`src/rtl/core/lpfb_pkg.sv`:
```
// ----------------------------------------------------------------------------
// lpfb_pkg
// Types, codes and constants shared by the LED pixel frame buffer modules.
// ----------------------------------------------------------------------------
package lpfb_pkg;

    // request function codes
    localparam logic [2:0] FUNC_SET_RGB    = 3'd0;
    localparam logic [2:0] FUNC_SET_WRGB   = 3'd1;
    localparam logic [2:0] FUNC_SET_BRIGHT = 3'd2;
    localparam logic [2:0] FUNC_CLEAR      = 3'd3;
    localparam logic [2:0] FUNC_DUMP       = 3'd4;

    // configuration register indexes
    localparam logic REG_COLOR_ORDER = 1'b0;
    localparam logic REG_LED_COUNT   = 1'b1;

    localparam logic [7:0]  COLOR_ORDER_RESET = 8'd82;
    localparam logic [4:0]  LED_COUNT_RESET   = 5'd2;
    localparam logic [7:0]  LEVEL_MAX         = 8'hFF;
    localparam logic [15:0] FULL_SCALE        = 16'hFFFF;

    typedef enum logic [3:0] {
        ST_IDLE,
        ST_DECODE,
        ST_PIXEL,
        ST_BRIGHT,
        ST_DIV,
        ST_SCALE,
        ST_RS_RD,
        ST_RS_WR,
        ST_CLEAR,
        ST_STATUS,
        ST_DUMP_RD,
        ST_DUMP_OUT
    } lpfb_state_t;

    // byte of a pixel written in each step, in write order
    typedef enum logic [1:0] {
        BYTE_WHITE,
        BYTE_RED,
        BYTE_GREEN,
        BYTE_BLUE
    } lpfb_byte_t;

    typedef struct packed {
        logic       load_item;
        logic       pix_write;
        lpfb_byte_t byte_sel;
        logic       rd_en;
        logic       rs_write;
        logic       div_start;
        logic       load_scale;
        logic       set_code;
        logic       clear_store;
        logic       out_status;
        logic       out_dump;
    } lpfb_cmd_t;

    typedef struct packed {
        logic [2:0] func;
        logic       idx_ok;
        logic       len_zero;
        logic       ptr_last;
        logic       code_same;
        logic       old_zero;
        logic       div_done;
        logic       out_free;
    } lpfb_stat_t;

    // a pixel is four bytes when the white and red offsets differ
    function automatic logic bpp_is_four(input logic [7:0] order);
        return order[7:6] != order[5:4];
    endfunction

endpackage

```
`src/rtl/core/led_pixel_frame_buffer.sv`:
```
// ----------------------------------------------------------------------------
// led_pixel_frame_buffer
// Frame store for an addressable RGB/RGBW LED string with brightness scaling.
// ----------------------------------------------------------------------------
// Takes one request at a time. A pixel write runs decode, four byte steps
// through one 8x8 scaling multiplier, and status; a clear runs decode, clear
// and status, and unused codes and pixel writes with an index outside the
// string run decode and status. A brightness change runs a serial divider for
// the rescale factor (16 quotient steps and the done flag; skipped when the old
// level is zero), then walks the store one read and one write per frame byte
// through its single memory port. A dump reads then presents each frame byte on
// that same port, a result per byte, and no result at all when the frame is empty.
// The store clears at once on reset, on a clear request and on the config
// writes that clear it, through per-byte valid bits; there is no clearing
// pass. Registers: 0x0 color_order, 0x4 led_count (low five bits; values above
// MAX_LEDS read back as MAX_LEDS).
// ----------------------------------------------------------------------------
module led_pixel_frame_buffer #(
    parameter int MAX_LEDS = 16
) (
    input  logic        aclk,
    input  logic        aresetn,
    input  logic        s_valid,
    output logic        s_ready,
    input  logic [2:0]  s_func,
    input  logic [15:0] s_pixel_index,
    input  logic [7:0]  s_red,
    input  logic [7:0]  s_green,
    input  logic [7:0]  s_blue,
    input  logic [7:0]  s_white,
    input  logic [7:0]  s_level,
    output logic        m_valid,
    input  logic        m_ready,
    output logic [7:0]  m_frame_byte,
    output logic        m_last_byte,
    output logic [7:0]  m_brightness_now,
    input  logic        psel,
    input  logic        penable,
    input  logic        pwrite,
    input  logic [2:0]  paddr,
    input  logic [31:0] pwdata,
    output logic [31:0] prdata,
    output logic        pready
);

    lpfb_pkg::lpfb_cmd_t  cmd;
    lpfb_pkg::lpfb_stat_t stat;

    logic [7:0] color_order_reg, color_order_next;
    logic [4:0] led_count_reg, led_count_next;
    logic       cfg_write;
    logic       store_clear;
    logic [4:0] count_in;

    assign pready    = 1'b1;
    assign cfg_write = psel && penable && pwrite && pready;

    always_comb begin
        color_order_next = color_order_reg;
        led_count_next   = led_count_reg;
        store_clear      = 1'b0;
        count_in = (pwdata[4:0] > 5'(MAX_LEDS)) ? 5'(MAX_LEDS) : pwdata[4:0];
        if (cfg_write) begin
            unique case (paddr[2])
                lpfb_pkg::REG_COLOR_ORDER: begin
                    color_order_next = pwdata[7:0];
                    // a change of pixel size drops the frame
                    store_clear = lpfb_pkg::bpp_is_four(pwdata[7:0])
                               != lpfb_pkg::bpp_is_four(color_order_reg);
                end
                lpfb_pkg::REG_LED_COUNT: begin
                    led_count_next = count_in;
                    store_clear    = 1'b1;
                end
                default: begin
                end
            endcase
        end
    end

    always_ff @(posedge aclk) begin
        if (!aresetn) begin
            color_order_reg <= lpfb_pkg::COLOR_ORDER_RESET;
            led_count_reg   <= lpfb_pkg::LED_COUNT_RESET;
        end else begin
            color_order_reg <= color_order_next;
            led_count_reg   <= led_count_next;
        end
    end

    always_comb begin
        unique case (paddr[2])
            lpfb_pkg::REG_COLOR_ORDER: prdata = {24'h0, color_order_reg};
            lpfb_pkg::REG_LED_COUNT:   prdata = {27'h0, led_count_reg};
            default:                   prdata = 32'h0;
        endcase
    end

    lpfb_ctrl u_ctrl (
        .aclk    (aclk),
        .aresetn (aresetn),
        .s_valid (s_valid),
        .s_ready (s_ready),
        .stat    (stat),
        .cmd     (cmd)
    );

    lpfb_datapath #(
        .MAX_LEDS (MAX_LEDS)
    ) u_datapath (
        .aclk             (aclk),
        .aresetn          (aresetn),
        .cmd              (cmd),
        .stat             (stat),
        .color_order      (color_order_reg),
        .led_count        (led_count_reg),
        .store_clear      (store_clear),
        .s_func           (s_func),
        .s_pixel_index    (s_pixel_index),
        .s_red            (s_red),
        .s_green          (s_green),
        .s_blue           (s_blue),
        .s_white          (s_white),
        .s_level          (s_level),
        .m_valid          (m_valid),
        .m_ready          (m_ready),
        .m_frame_byte     (m_frame_byte),
        .m_last_byte      (m_last_byte),
        .m_brightness_now (m_brightness_now)
    );

    // a result is only loaded when the output register is free
    assert property (@(posedge aclk) disable iff (!aresetn)
        (cmd.out_status || cmd.out_dump) |-> stat.out_free)
        else $error("result loaded over a waiting result");

    // brightness code only moves when the level differs
    assert property (@(posedge aclk) disable iff (!aresetn)
        cmd.set_code |-> !stat.code_same)
        else $error("brightness code set to its own value");

    // pixel bytes are only written for an index inside the string
    assert property (@(posedge aclk) disable iff (!aresetn)
        cmd.pix_write |-> stat.idx_ok)
        else $error("pixel write for an index out of range");

endmodule

```
`src/rtl/core/lpfb_divider.sv`:
```
// ----------------------------------------------------------------------------
// lpfb_divider
// Restoring divider, 16-bit dividend by 8-bit divisor, one quotient bit a cycle.
// ----------------------------------------------------------------------------
module lpfb_divider (
    input  logic        aclk,
    input  logic        aresetn,
    input  logic        start,
    input  logic [15:0] dividend,
    input  logic [7:0]  divisor,
    output logic        done,
    output logic [15:0] quotient
);

    logic        busy_reg, busy_next;
    logic        done_reg, done_next;
    logic [3:0]  cnt_reg, cnt_next;
    logic [15:0] quo_reg, quo_next;
    logic [7:0]  rem_reg, rem_next;
    logic [7:0]  div_reg, div_next;
    logic [8:0]  shifted;
    logic [8:0]  diff;
    logic        fits;

    always_comb begin
        shifted = {rem_reg, quo_reg[15]};
        diff    = shifted - {1'b0, div_reg};
        fits    = shifted >= {1'b0, div_reg};
    end

    always_comb begin
        busy_next = busy_reg;
        done_next = 1'b0;
        cnt_next  = cnt_reg;
        quo_next  = quo_reg;
        rem_next  = rem_reg;
        div_next  = div_reg;
        if (start) begin
            busy_next = 1'b1;
            cnt_next  = '0;
            quo_next  = dividend;
            rem_next  = '0;
            div_next  = divisor;
        end else if (busy_reg) begin
            rem_next = fits ? diff[7:0] : shifted[7:0];
            quo_next = {quo_reg[14:0], fits};
            cnt_next = cnt_reg + 4'd1;
            if (cnt_reg == 4'hF) begin
                busy_next = 1'b0;
                done_next = 1'b1;
            end
        end
    end

    always_ff @(posedge aclk) begin
        if (!aresetn) begin
            busy_reg <= 1'b0;
            done_reg <= 1'b0;
            cnt_reg  <= '0;
        end else begin
            busy_reg <= busy_next;
            done_reg <= done_next;
            cnt_reg  <= cnt_next;
        end
    end

    always_ff @(posedge aclk) begin
        quo_reg <= quo_next;
        rem_reg <= rem_next;
        div_reg <= div_next;
    end

    assign done     = done_reg;
    assign quotient = quo_reg;

endmodule

```
`src/rtl/core/lpfb_datapath.sv`:
```
// ----------------------------------------------------------------------------
// lpfb_datapath
// Request latch, byte store with valid bits, scaling, divider and result register.
// ----------------------------------------------------------------------------
module lpfb_datapath #(
    parameter int MAX_LEDS = 16
) (
    input  logic                 aclk,
    input  logic                 aresetn,
    input  lpfb_pkg::lpfb_cmd_t  cmd,
    output lpfb_pkg::lpfb_stat_t stat,
    input  logic [7:0]           color_order,
    input  logic [4:0]           led_count,
    input  logic                 store_clear,
    input  logic [2:0]           s_func,
    input  logic [15:0]          s_pixel_index,
    input  logic [7:0]           s_red,
    input  logic [7:0]           s_green,
    input  logic [7:0]           s_blue,
    input  logic [7:0]           s_white,
    input  logic [7:0]           s_level,
    output logic                 m_valid,
    input  logic                 m_ready,
    output logic [7:0]           m_frame_byte,
    output logic                 m_last_byte,
    output logic [7:0]           m_brightness_now
);

    localparam int STORE_BYTES = MAX_LEDS * 4;
    localparam int AW = $clog2(STORE_BYTES);
    localparam int LW = $clog2(STORE_BYTES + 1);
    localparam int IW = $clog2(MAX_LEDS + 1);

    // latched request
    logic [2:0]    func_reg;
    logic [IW-1:0] idx_reg;
    logic          idx_ok_reg;
    logic [7:0]    red_reg, green_reg, blue_reg, white_reg, level_reg;

    logic [LW-1:0] ptr_reg;
    logic [LW-1:0] ptr_inc;
    logic [7:0]    code_reg;
    logic [15:0]   scale_reg;

    logic [7:0]    mem [STORE_BYTES];
    logic [STORE_BYTES-1:0] valid_reg;
    logic [7:0]    rd_data_reg;
    logic          rd_valid_reg;
    logic [7:0]    rd_byte;

    logic          out_valid_reg;
    logic [7:0]    out_byte_reg;
    logic          out_last_reg;
    logic [7:0]    out_bright_reg;

    logic          bpp4;
    logic [6:0]    len_full;
    logic [LW-1:0] frame_len;
    logic [LW-1:0] base;
    logic [1:0]    offset;
    logic [LW-1:0] pix_addr;
    logic [7:0]    pix_val;
    logic [15:0]   pix_prod;
    logic [7:0]    pix_scaled;
    logic          pix_used;
    logic [23:0]   rs_prod;
    logic          wr_en;
    logic [AW-1:0] wr_addr;
    logic [7:0]    wr_data;
    logic [7:0]    fresh;
    logic [7:0]    old;
    logic [15:0]   dividend;
    logic          div_done;
    logic [15:0]   div_quotient;

    always_ff @(posedge aclk) begin
        if (cmd.load_item) begin
            func_reg   <= s_func;
            idx_reg    <= s_pixel_index[IW-1:0];
            idx_ok_reg <= s_pixel_index < {11'b0, led_count};
            red_reg    <= s_red;
            green_reg  <= s_green;
            blue_reg   <= s_blue;
            white_reg  <= s_white;
            level_reg  <= s_level;
        end
    end

    // frame geometry
    always_comb begin
        bpp4      = lpfb_pkg::bpp_is_four(color_order);
        len_full  = bpp4 ? {led_count, 2'b00}
                         : ({2'b00, led_count} + {1'b0, led_count, 1'b0});
        frame_len = LW'(len_full);
        ptr_inc   = ptr_reg + LW'(1);
    end

    // pixel byte step
    always_comb begin
        base = bpp4 ? LW'({idx_reg, 2'b00})
                    : (LW'({idx_reg, 1'b0}) + LW'(idx_reg));
        case (cmd.byte_sel)
            lpfb_pkg::BYTE_WHITE: begin
                offset  = color_order[7:6];
                pix_val = (func_reg == lpfb_pkg::FUNC_SET_WRGB) ? white_reg : 8'h00;
            end
            lpfb_pkg::BYTE_RED: begin
                offset  = color_order[5:4];
                pix_val = red_reg;
            end
            lpfb_pkg::BYTE_GREEN: begin
                offset  = color_order[3:2];
                pix_val = green_reg;
            end
            default: begin
                offset  = color_order[1:0];
                pix_val = blue_reg;
            end
        endcase
        pix_addr   = base + LW'(offset);
        pix_prod   = pix_val * code_reg;
        pix_scaled = (code_reg == 8'h00) ? pix_val : pix_prod[15:8];
        pix_used   = bpp4 || (cmd.byte_sel != lpfb_pkg::BYTE_WHITE);
    end

    // rescale and write port selection
    always_comb begin
        rd_byte = rd_valid_reg ? rd_data_reg : 8'h00;
        rs_prod = rd_byte * scale_reg;
        wr_en   = cmd.rs_write || (cmd.pix_write && pix_used && (pix_addr < frame_len));
        wr_addr = cmd.rs_write ? ptr_reg[AW-1:0] : pix_addr[AW-1:0];
        wr_data = cmd.rs_write ? rs_prod[15:8] : pix_scaled;
    end

    always_ff @(posedge aclk) begin
        if (wr_en) begin
            mem[wr_addr] <= wr_data;
        end
        if (cmd.rd_en) begin
            rd_data_reg  <= mem[ptr_reg[AW-1:0]];
            rd_valid_reg <= valid_reg[ptr_reg[AW-1:0]];
        end
    end

    // an entry that is not valid reads as zero
    always_ff @(posedge aclk) begin
        if (!aresetn) begin
            valid_reg <= '0;
        end else if (cmd.clear_store || store_clear) begin
            valid_reg <= '0;
        end else if (wr_en) begin
            valid_reg[wr_addr] <= 1'b1;
        end
    end

    always_ff @(posedge aclk) begin
        if (!aresetn) begin
            ptr_reg <= '0;
        end else if (cmd.load_item) begin
            ptr_reg <= '0;
        end else if (cmd.rs_write || cmd.out_dump) begin
            ptr_reg <= ptr_inc;
        end
    end

    // brightness
    always_comb begin
        fresh    = level_reg + 8'd1;
        old      = code_reg - 8'd1;
        dividend = (level_reg == lpfb_pkg::LEVEL_MAX) ? lpfb_pkg::FULL_SCALE
                                                      : ({fresh, 8'h00} - 16'd1);
    end

    lpfb_divider u_divider (
        .aclk     (aclk),
        .aresetn  (aresetn),
        .start    (cmd.div_start),
        .dividend (dividend),
        .divisor  (old),
        .done     (div_done),
        .quotient (div_quotient)
    );

    always_ff @(posedge aclk) begin
        if (!aresetn) begin
            code_reg <= 8'h00;
        end else if (cmd.set_code) begin
            code_reg <= fresh;
        end
    end

    always_ff @(posedge aclk) begin
        if (cmd.load_scale) begin
            scale_reg <= (old == 8'h00) ? 16'h0000 : div_quotient;
        end
    end

    // result register
    always_ff @(posedge aclk) begin
        if (!aresetn) begin
            out_valid_reg <= 1'b0;
        end else if (cmd.out_status || cmd.out_dump) begin
            out_valid_reg <= 1'b1;
        end else if (m_ready) begin
            out_valid_reg <= 1'b0;
        end
    end

    always_ff @(posedge aclk) begin
        if (cmd.out_status) begin
            out_byte_reg   <= 8'h00;
            out_last_reg   <= 1'b0;
            out_bright_reg <= code_reg - 8'd1;
        end else if (cmd.out_dump) begin
            out_byte_reg   <= rd_byte;
            out_last_reg   <= ptr_inc == frame_len;
            out_bright_reg <= code_reg - 8'd1;
        end
    end

    always_comb begin
        stat.func      = func_reg;
        stat.idx_ok    = idx_ok_reg;
        stat.len_zero  = frame_len == '0;
        stat.ptr_last  = ptr_inc == frame_len;
        stat.code_same = fresh == code_reg;
        stat.old_zero  = old == 8'h00;
        stat.div_done  = div_done;
        stat.out_free  = !out_valid_reg || m_ready;
    end

    assign m_valid          = out_valid_reg;
    assign m_frame_byte     = out_byte_reg;
    assign m_last_byte      = out_last_reg;
    assign m_brightness_now = out_bright_reg;

endmodule

```
`src/rtl/core/lpfb_ctrl.sv`:
```
// ----------------------------------------------------------------------------
// lpfb_ctrl
// Sequencer for pixel writes, brightness rescale, clear and frame dump.
// ----------------------------------------------------------------------------
module lpfb_ctrl (
    input  logic                 aclk,
    input  logic                 aresetn,
    input  logic                 s_valid,
    output logic                 s_ready,
    input  lpfb_pkg::lpfb_stat_t stat,
    output lpfb_pkg::lpfb_cmd_t  cmd
);

    lpfb_pkg::lpfb_state_t state_reg, state_next;
    lpfb_pkg::lpfb_byte_t  step_reg, step_next;

    always_ff @(posedge aclk) begin
        if (!aresetn) begin
            state_reg <= lpfb_pkg::ST_IDLE;
            step_reg  <= lpfb_pkg::BYTE_WHITE;
        end else begin
            state_reg <= state_next;
            step_reg  <= step_next;
        end
    end

    // next state
    always_comb begin
        state_next = state_reg;
        step_next  = lpfb_pkg::BYTE_WHITE;
        unique case (state_reg)
            lpfb_pkg::ST_IDLE: begin
                if (s_valid) begin
                    state_next = lpfb_pkg::ST_DECODE;
                end
            end
            lpfb_pkg::ST_DECODE: begin
                unique case (stat.func) inside
                    lpfb_pkg::FUNC_SET_RGB, lpfb_pkg::FUNC_SET_WRGB: begin
                        state_next = stat.idx_ok ? lpfb_pkg::ST_PIXEL : lpfb_pkg::ST_STATUS;
                    end
                    lpfb_pkg::FUNC_SET_BRIGHT: state_next = lpfb_pkg::ST_BRIGHT;
                    lpfb_pkg::FUNC_CLEAR:      state_next = lpfb_pkg::ST_CLEAR;
                    lpfb_pkg::FUNC_DUMP: begin
                        state_next = stat.len_zero ? lpfb_pkg::ST_IDLE : lpfb_pkg::ST_DUMP_RD;
                    end
                    default:                   state_next = lpfb_pkg::ST_STATUS;
                endcase
            end
            lpfb_pkg::ST_PIXEL: begin
                step_next = lpfb_pkg::lpfb_byte_t'(step_reg + 2'd1);
                if (step_reg == lpfb_pkg::BYTE_BLUE) begin
                    state_next = lpfb_pkg::ST_STATUS;
                end
            end
            lpfb_pkg::ST_BRIGHT: begin
                if (stat.code_same) begin
                    state_next = lpfb_pkg::ST_STATUS;
                end else if (stat.old_zero) begin
                    state_next = lpfb_pkg::ST_SCALE;
                end else begin
                    state_next = lpfb_pkg::ST_DIV;
                end
            end
            lpfb_pkg::ST_DIV: begin
                if (stat.div_done) begin
                    state_next = lpfb_pkg::ST_SCALE;
                end
            end
            lpfb_pkg::ST_SCALE: begin
                state_next = stat.len_zero ? lpfb_pkg::ST_STATUS : lpfb_pkg::ST_RS_RD;
            end
            lpfb_pkg::ST_RS_RD:    state_next = lpfb_pkg::ST_RS_WR;
            lpfb_pkg::ST_RS_WR: begin
                state_next = stat.ptr_last ? lpfb_pkg::ST_STATUS : lpfb_pkg::ST_RS_RD;
            end
            lpfb_pkg::ST_CLEAR:    state_next = lpfb_pkg::ST_STATUS;
            lpfb_pkg::ST_STATUS: begin
                if (stat.out_free) begin
                    state_next = lpfb_pkg::ST_IDLE;
                end
            end
            lpfb_pkg::ST_DUMP_RD:  state_next = lpfb_pkg::ST_DUMP_OUT;
            lpfb_pkg::ST_DUMP_OUT: begin
                if (stat.out_free) begin
                    state_next = stat.ptr_last ? lpfb_pkg::ST_IDLE : lpfb_pkg::ST_DUMP_RD;
                end
            end
            default:               state_next = lpfb_pkg::ST_IDLE;
        endcase
    end

    // outputs
    always_comb begin
        cmd          = '0;
        cmd.byte_sel = step_reg;
        s_ready      = 1'b0;
        unique case (state_reg)
            lpfb_pkg::ST_IDLE: begin
                s_ready       = 1'b1;
                cmd.load_item = s_valid;
            end
            lpfb_pkg::ST_PIXEL:   cmd.pix_write = 1'b1;
            lpfb_pkg::ST_BRIGHT: begin
                cmd.div_start  = !stat.code_same && !stat.old_zero;
                cmd.load_scale = !stat.code_same && stat.old_zero;
            end
            lpfb_pkg::ST_DIV:     cmd.load_scale = stat.div_done;
            lpfb_pkg::ST_SCALE:   cmd.set_code = stat.len_zero;
            lpfb_pkg::ST_RS_RD:   cmd.rd_en = 1'b1;
            lpfb_pkg::ST_RS_WR: begin
                cmd.rs_write = 1'b1;
                cmd.set_code = stat.ptr_last;
            end
            lpfb_pkg::ST_CLEAR:   cmd.clear_store = 1'b1;
            lpfb_pkg::ST_STATUS:  cmd.out_status = stat.out_free;
            lpfb_pkg::ST_DUMP_RD: cmd.rd_en = 1'b1;
            lpfb_pkg::ST_DUMP_OUT: cmd.out_dump = stat.out_free;
            default: begin
            end
        endcase
    end

endmodule

```
`config.mk`:
```
export PLATFORM = sky130hd
export DESIGN_NAME = led_pixel_frame_buffer
export DESIGN_NICKNAME = d
export VERILOG_FILES = /design/src/rtl/core/lpfb_pkg.sv /design/src/rtl/core/led_pixel_frame_buffer.sv /design/src/rtl/core/lpfb_divider.sv /design/src/rtl/core/lpfb_datapath.sv /design/src/rtl/core/lpfb_ctrl.sv
export SDC_FILE = /design/constraint.sdc
export NUM_CORES = 1
export LEC_CHECK = 0
export BUFFER_PORTS_ARGS = -buffer_cell sky130_fd_sc_hd__buf_2
export CAP_MARGIN = 0
export CORE_MARGIN = 5
export CORE_UTILIZATION = 50
export DETAILED_ROUTE_END_ITERATION = 16
export PLACE_DENSITY = 0.67
export SETUP_SLACK_MARGIN = 0.3
export SLEW_MARGIN = 20
export SYNTH_ARGS = -nofsm -noshare
export SYNTH_HDL_FRONTEND = slang
export SYNTH_SLANG_ARGS = --single-unit
export TNS_END_PERCENT = 100
```
`constraint.sdc`:
```
create_clock -name aclk -period 8.5 [get_ports aclk]
set_input_delay 1.7 -clock aclk [delete_from_list [all_inputs] [get_ports aclk]]
set_output_delay 1.7 -clock aclk [all_outputs]
set_load 0.05 [all_outputs]
```
==> results of run 1 <==
==> cell type report <==
type                            count  area (um^2)  area share
Clock buffer                      101         2110      0.0532
Clock inverter                     38          503      0.0127
Inverter                          148          556      0.0140
Multi-Input combinational cell   1371        13600       0.342
Sequential cell                   740        21000       0.529
Tap cell                          950         1190      0.0299
Timing Repair Buffer              129          768      0.0193
==> cells in the final DEF (no fill, tap or decap), types with 7 or more instances in the layout <==
cell,count
sky130_fd_sc_hd__and3_1,53
sky130_fd_sc_hd__mux4_2,189
sky130_fd_sc_hd__fa_1,98
sky130_fd_sc_hd__buf_4,25
sky130_fd_sc_hd__nor3_1,24
sky130_fd_sc_hd__nand2_1,129
sky130_fd_sc_hd__nor4_1,8
sky130_fd_sc_hd__nand4_1,9
sky130_fd_sc_hd__o21a_1,8
sky130_fd_sc_hd__o21ai_0,39
sky130_fd_sc_hd__a31oi_1,12
sky130_fd_sc_hd__clkinv_2,11
sky130_fd_sc_hd__xor2_1,29
sky130_fd_sc_hd__buf_2,101
sky130_fd_sc_hd__clkinv_1,9
sky130_fd_sc_hd__nor3_2,8
sky130_fd_sc_hd__ha_1,95
sky130_fd_sc_hd__mux2_2,8
sky130_fd_sc_hd__edfxtp_1,618
sky130_fd_sc_hd__nor2_1,131
sky130_fd_sc_hd__dfxtp_1,118
sky130_fd_sc_hd__clkbuf_1,17
sky130_fd_sc_hd__a21oi_1,69
sky130_fd_sc_hd__nand3_1,49
sky130_fd_sc_hd__a22o_1,64
sky130_fd_sc_hd__nand2b_1,19
sky130_fd_sc_hd__nor2b_1,18
sky130_fd_sc_hd__o211ai_1,8
sky130_fd_sc_hd__bufinv_16,8
sky130_fd_sc_hd__and2_1,70
sky130_fd_sc_hd__mux2i_1,17
sky130_fd_sc_hd__inv_1,148
sky130_fd_sc_hd__xnor2_1,52
sky130_fd_sc_hd__conb_1,25
sky130_fd_sc_hd__or3_1,12
sky130_fd_sc_hd__a221o_1,7
sky130_fd_sc_hd__clkbuf_16,80
==> power groups by stage <==
stage | sequential, mW | clock [mW] | combinational, mW
after floorplan | 4.38 | 0 | 1.13
after global placement | 4.39 | 0 | 1.54
after detailed placement | 4.39 | 0 | 1.60
after CTS | 4.32 | 3.50 | 1.61
after global routing | 4.33 | 3.67 | 1.77
final | 4.32 | 3.44 | 1.61
==> stage by stage <==
| stage | instances | power, mW |
|---|---|---|
| 5_1_grt | 3477 | 9.78 |
| 4_1_cts | 3475 | 9.43 |
| 3_3_place_gp | 3336 | 5.93 |
| 6_report | 3477 | 9.37 |
| 2_1_floorplan | 2404 | 5.52 |
| 3_5_place_dp | 3336 | 5.99 |
==> metal layers <==
metal  up-vias  wire length [um]  track usage
met4         2              1930       0.0557
met3       147              5830       0.0466
met5         -                13            0
met1     10500             33600        0.291
li1       9109                 -            -
met2       748             40800        0.352
==> logic make-up after synthesis <==
family	after synthesis	synth area share
buffers and inverters	293	0.0342
and+or+nand+nor	571	0.0828
AOI/OAI and AO/OA	278	0.0548
adders and majority gates	193	0.0883
muxes	217	0.128
xor gates and xnor gates	87	0.0234
other	2	0.000211
DFF	740	0.589
==> worst register-to-register path, stage by stage (launching register included) <==
cell and delay (ps):
sky130_fd_sc_hd__dfxtp_1 330, sky130_fd_sc_hd__inv_1 100, sky130_fd_sc_hd__ha_1 300, sky130_fd_sc_hd__nor4bb_1 320, sky130_fd_sc_hd__buf_4 220, sky130_fd_sc_hd__a21oi_1 80, sky130_fd_sc_hd__a21oi_1 620, sky130_fd_sc_hd__and2_1 260
sky130_fd_sc_hd__fa_1 440, sky130_fd_sc_hd__fa_1 480, sky130_fd_sc_hd__fa_1 550, sky130_fd_sc_hd__inv_1 60, sky130_fd_sc_hd__fa_1 530, sky130_fd_sc_hd__inv_1 40, sky130_fd_sc_hd__ha_1 220, sky130_fd_sc_hd__or4_1 520
sky130_fd_sc_hd__a31o_2 260, sky130_fd_sc_hd__a21oi_1 230, sky130_fd_sc_hd__a2111o_1 180, sky130_fd_sc_hd__o221ai_1 180, sky130_fd_sc_hd__mux2i_4 730, sky130_fd_sc_hd__buf_4 500
==> final timing paths <==
check / start / end
hold / removal: u_datapath.m_last_byte$_SDFFE_PP0P_ / u_datapath.m_last_byte$_SDFFE_PP0P_
setup / recovery: u_ctrl.step_reg[0]$_SDFF_PN0_ / u_datapath.mem[54][7]$_DFFE_PP_
setup reg to reg: u_ctrl.step_reg[0]$_SDFF_PN0_ / u_datapath.mem[54][7]$_DFFE_PP_
hold reg to reg: u_datapath.m_last_byte$_SDFFE_PP0P_ / u_datapath.m_last_byte$_SDFFE_PP0P_
==> impl_metrics.yaml, run 1 <==
status:
  run_status: "finished, final reports clean"
synth:
  synth.lib_cells_used.distinct: 84
  synthFlopType: "sky130_fd_sc_hd__edfxtp_1"
  syn_inst: 2381
  synthDominantCellAreaShare: 0.520
  ys_seq_area_frac: 0.589
  synth_warnings: 0
  syn-cell-area_mm2: 0.0357
  synthDominantAreaCellType: "sky130_fd_sc_hd__edfxtp_1"
  ranking_of_synthesized_cells_by_instance_count: "sky130_fd_sc_hd__edfxtp_1 (618), sky130_fd_sc_hd__mux4_2 (189), sky130_fd_sc_hd__inv_1 (148)"
  synth_edf_count: 618
  yosys-top-cells-area: "sky130_fd_sc_hd__edfxtp_1 (52%), sky130_fd_sc_hd__mux4_2 (12%), sky130_fd_sc_hd__dfxtp_1 (6.8%)"
  synthMostInstantiatedCell: "sky130_fd_sc_hd__edfxtp_1"
  postSynth.asyncResetShare: 0
  yosys_register_bits: 740
  synthesis.area_per_instance_um2: 15.0
placed_design:
  placed_cell_area_mm2: 0.0371
  count_of_port_buffers_added_during_placement: 101
  final_weighted_congestion_in_routability_driven_placement: 0.855
  dp_hpwl_um: 53500
  place_ws_ps: 1140
sta:
  final_ws_setup_ps: 1100
  finalHoldViolations: 0
  max_freq_mhz: 135
  final.period_utilization: 0.871
  post-route-min-period_ps: 7400
  endpoints_failing_setup: 0
  worst_pin_slew_ps: 1040
  final.hold.worst_slack_ps: 458
  slew_headroom: 0.300
  slew_violations: 0
  setup_repair_after_global_routing_missed_its_margin: "no"
  skew_ps: 67.3
  setup_tns_ps: 0
clocking:
  worst_setup_hold_path_clk_slew_ps: 70
  cts-buffers-inserted: 78
  clk_latency_ps: 640
  post_cts_buffers: 0
  cts_hold_buffers: 0
  cts_tree: "built"
  clock_tree.buffer_depth: 3
  clk_root_buffer_cell: "sky130_fd_sc_hd__clkbuf_16"
  cts.htree.levels: 3
  cts_resized: 0
  cts_sinks: 740
setup_path:
  worst_path_max_delay_cell: "sky130_fd_sc_hd__mux2i_4"
  cp-end-kind: "flip-flop"
  critPathKind: "flip-flop to flip-flop"
  kind_of_start_point_of_the_critical_path: "flip-flop"
  cp.required_ps: 8900
  critical_path.cell_chain: "inv_1 -> ha_1 -> nor4bb_1 -> buf_4 -> a21oi_1 -> a21oi_1 -> and2_1 -> fa_1 -> fa_1 -> fa_1 -> inv_1 -> fa_1 -> inv_1 -> ha_1 -> or4_1 -> a31o_2 -> a21oi_1 -> a2111o_1 -> o221ai_1 -> mux2i_4 -> buf_4"
  timing.critical_path.mode_cell: "sky130_fd_sc_hd__fa_1"
  critical_path_depth: 21
  cp_max_fo: 36
  critPathArrivalTime_ps: 7800
  worst_r2r_path_depth: 21
  cp_num_buf_inv: 5
  timing.critical_path.max_delay_family: "adder cells"
  setup.reg_to_reg.worst_slack_ps: 1100
  stage_delay_of_the_slowest_cell_on_the_critical_path_ps: 730
drt:
  vias: 20500
  viasPerCell: 5.90
  pre_repair_dr_iteration_count: 5
  drc: 0
  drt_iter0_drcs: 1713
  drt-total-wl_um: 82100
  routedWlPerCell_um: 23.6
  postRouteAntennaNets: 0
power:
  cell_int_power_mw: 6.72
  cellLeakagePower_nw: 14.1
  comb_power_share: 0.172
  seq_power_share: 0.461
  switching_power_mw: 2.65
  vdd_drop_max_v: 0.000220
  clk_network_pwr_share: 0.367
  swShare: 0.283
  power_density_mw_per_mm2: 236
cells_and_area:
  layout.nets: 2762
  diodes: 0
  flow.area_growth_from_synthesis_pct: 11.4
  filler_cell_count: 5611
  final_core_utilization: 0.559
  layout-drive-gt1-share: 0.192
  largest_register_ffs: 512
  final_design_area_no_fill_mm2: 0.0397
hold_path:
  hp-class: "flip-flop to flip-flop"
  number_of_cells_on_the_worst_hold_path: 2
global_routing:
  total_global_routing_overflow: 0
  grt_antenna_before_repair: 1
  grt_util_all_layers: 0.213
  first_pass_grt_wire_length_um: 127000
  grt_start_max_net_pins: 106
  grt_pass1_vias: 21300
floorplanning:
  chipWidth_um: 277
  core.rowCount: 98
  floorplan.die_area_mm2: 0.0768
  dieHeight_um: 277
  floorplan.io_pins: 153
  core-area_mm2: 0.0711
  start_util: 0.502
run:
  maxCapViolCount: 0
(Power assumes the default switching activity.)
==> run 2: changes to the inputs <==
CORE_ASPECT_RATIO = 0.7   (was unset)
==> impl_metrics.yaml, run 2 (synthesis results as in run 1) <==
clocking:
  cts-buffers-inserted: 69
  clock_tree.buffer_depth: 3
  clk_latency_ps: 620
  post_cts_buffers: 0
  cts_hold_buffers: 0
  clk_root_buffer_cell: "sky130_fd_sc_hd__clkbuf_16"
  cts_resized: 0
  cts_sinks: 740
  worst_setup_hold_path_clk_slew_ps: 60
  cts_tree: "built"
  cts.htree.levels: 3
floorplanning:
  floorplan.io_pins: 153
  chipWidth_um: 329
  core.rowCount: 82
  dieHeight_um: 233
  core-area_mm2: 0.0711
  floorplan.die_area_mm2: 0.0769
  start_util: 0.502
cells_and_area:
  layout.nets: 2757
  highest_count_cells_in_the_layout_ignoring_fill_and_taps: "sky130_fd_sc_hd__edfxtp_1 (618), sky130_fd_sc_hd__mux4_2 (189), sky130_fd_sc_hd__inv_1 (148)"
  final_design_area_no_fill_mm2: 0.0394
  filler_cell_count: 5619
  layout-drive-gt1-share: 0.189
  layout_commonest_cell: "sky130_fd_sc_hd__edfxtp_1"
  final_non_filler_cell_total: 3482
  largest_register_ffs: 512
  flow.area_growth_from_synthesis_pct: 10.3
setup_path:
  cp_num_buf_inv: 3
  timing.critical_path.mode_cell: "sky130_fd_sc_hd__fa_1"
  setup.reg_to_reg.worst_slack_ps: 1240
  timing.critical_path.max_delay_family: "adder cells"
  critPathArrivalTime_ps: 7580
  cp.required_ps: 8820
  worst_path_max_delay_cell: "sky130_fd_sc_hd__ha_1"
  critPathKind: "flip-flop to flip-flop"
  kind_of_start_point_of_the_critical_path: "flip-flop"
  cp_max_fo: 64
  worst_r2r_path_depth: 19
  cp-end-kind: "flip-flop"
  critical_path.cell_chain: "ha_1 -> a221o_1 -> a21oi_1 -> a21oi_1 -> and2_1 -> fa_1 -> fa_1 -> fa_1 -> inv_1 -> fa_1 -> inv_1 -> ha_1 -> or4_1 -> a31o_2 -> a211oi_1 -> o21bai_1 -> xnor2_1 -> o211ai_1 -> buf_4"
  worstReg2RegEnd: "u_datapath.mem[62][6]$_DFFE_PP_"
  stage_delay_of_the_slowest_cell_on_the_critical_path_ps: 750
  reg2reg_launch_point: "u_ctrl.step_reg[0]$_SDFF_PN0_"
drt:
  pre_repair_dr_iteration_count: 6
  drt_iter0_drcs: 1919
  viasPerCell: 5.93
  drc: 0
  postRouteAntennaNets: 0
  routedWlPerCell_um: 23.4
  vias: 20700
  drt-total-wl_um: 81600
placed_design:
  placedCellCount: 3357
  count_of_port_buffers_added_during_placement: 101
  final_weighted_congestion_in_routability_driven_placement: 0.879
  place_ws_ps: 1300
  placed_cell_area_mm2: 0.0371
  dp_hpwl_um: 54900
sta:
  worst_pin_slew_ps: 1100
  endpoints_failing_setup: 0
  final.period_utilization: 0.854
  post-route-min-period_ps: 7260
  slew_violations: 0
  final_ws_setup_ps: 1240
  setup_repair_after_global_routing_missed_its_margin: "no"
  finalHoldViolations: 0
  skew_ps: 18.2
  setup_tns_ps: 0
  max_freq_mhz: 138
  slew_headroom: 0.269
power:
  total_power_mw: 8.95
  cellLeakagePower_nw: 13.9
  power_density_mw_per_mm2: 227
  vdd_drop_max_v: 0.000142
hold_path:
  hp-class: "flip-flop to flip-flop"
  number_of_cells_on_the_worst_hold_path: 2
  min_delay_worst_endpoint: "u_datapath.m_frame_byte[4]$_SDFFE_PP0P_"
  hold_path_startpoint: "u_datapath.m_frame_byte[4]$_SDFFE_PP0P_"
global_routing:
  grt_pass1_vias: 20300
  grt_util_all_layers: 0.213
  first_pass_grt_wire_length_um: 124000
  globalRouteMet2Util: 0.297
  grt.met3_usage: 0.0565
  grt_antenna_before_repair: 1
  total_global_routing_overflow: 0
  grt_start_max_net_pins: 85
  gr-max-usage-layer: "met1"
  grtUsageMet1: 0.332
run:
  maxCapViolCount: 0
status:
  run_status: "finished, final reports clean"
-- run 2: changes by cell type in the layout (fill, tap and decap cells not counted), moves of 2 or more --
cell,change
sky130_fd_sc_hd__diode_2,+2
sky130_fd_sc_hd__buf_4,+5
sky130_fd_sc_hd__bufinv_16,-5
sky130_fd_sc_hd__clkinv_16,-2
sky130_fd_sc_hd__clkbuf_16,-9
sky130_fd_sc_hd__inv_16,+2
-- run 2: metrics by stage --
step                      hold WS, ps  utilization
after floorplan                   436            -
after global placement            448        0.522
after detailed placement          449        0.522
after CTS                         457        0.553
after global routing              487        0.553
final                             458        0.554
-- run 2: area by class of cell --
type	instances	area, um^2	share of cell area
multi-input cells	1371	13600	0.346
inverters	148	556	0.0141
flip-flops and latches	740	21000	0.534
diodes	2	5.00	0.000127
well taps	966	1210	0.0307
clock buffers	91	1870	0.0476
repair buffers	133	778	0.0198
clock inverters	31	318	0.00808
-- run 2: layer usage --
metal	vias to the layer above	share of wire
li1	9105	-
met1	10500	0.45
met2	915	0.43
met3	128	0.10
met4	0	0.024
met5	-	0
-- run 2: power breakdown --
part | internal [mW] | switching (mW) | leakage (nW)
clock network | 1.67 | 1.35 | 1.07
logic | 0.512 | 1.12 | 6.19
registers | 4.20 | 0.113 | 6.64
total | 6.38 | 2.58 | 13.9
-- run 2: worst reg2reg max path: stages (launching register included) --
cell                       delay [ps]
sky130_fd_sc_hd__dfxtp_1          360
sky130_fd_sc_hd__ha_1             750
sky130_fd_sc_hd__a221o_1          220
sky130_fd_sc_hd__a21oi_1           40
sky130_fd_sc_hd__a21oi_1          690
sky130_fd_sc_hd__and2_1           260
sky130_fd_sc_hd__fa_1             450
sky130_fd_sc_hd__fa_1             530
sky130_fd_sc_hd__fa_1             550
sky130_fd_sc_hd__inv_1             60
sky130_fd_sc_hd__fa_1             530
sky130_fd_sc_hd__inv_1             40
sky130_fd_sc_hd__ha_1             230
sky130_fd_sc_hd__or4_1            530
sky130_fd_sc_hd__a31o_2           280
sky130_fd_sc_hd__a211oi_1         340
sky130_fd_sc_hd__o21bai_1         130
sky130_fd_sc_hd__xnor2_1          140
sky130_fd_sc_hd__o211ai_1         210
sky130_fd_sc_hd__buf_4            540
-- run 2: worst max path at each step --
stage	slack, ps	end	from	cells past startpoint
floorplan	760	u_datapath.mem[0][1]$_DFFE_PP_	u_ctrl.step_reg[0]$_SDFF_PN0_	18
global placement	1400	u_datapath.mem[44][6]$_DFFE_PP_	u_ctrl.step_reg[0]$_SDFF_PN0_	21
detailed placement	1300	u_datapath.mem[44][6]$_DFFE_PP_	u_ctrl.step_reg[0]$_SDFF_PN0_	21
CTS	1260	u_datapath.mem[61][6]$_DFFE_PP_	u_ctrl.step_reg[0]$_SDFF_PN0_	21
global route	860	u_datapath.mem[61][6]$_DFFE_PP_	u_ctrl.step_reg[0]$_SDFF_PN0_	21
finish	1240	u_datapath.mem[62][6]$_DFFE_PP_	u_ctrl.step_reg[0]$_SDFF_PN0_	19
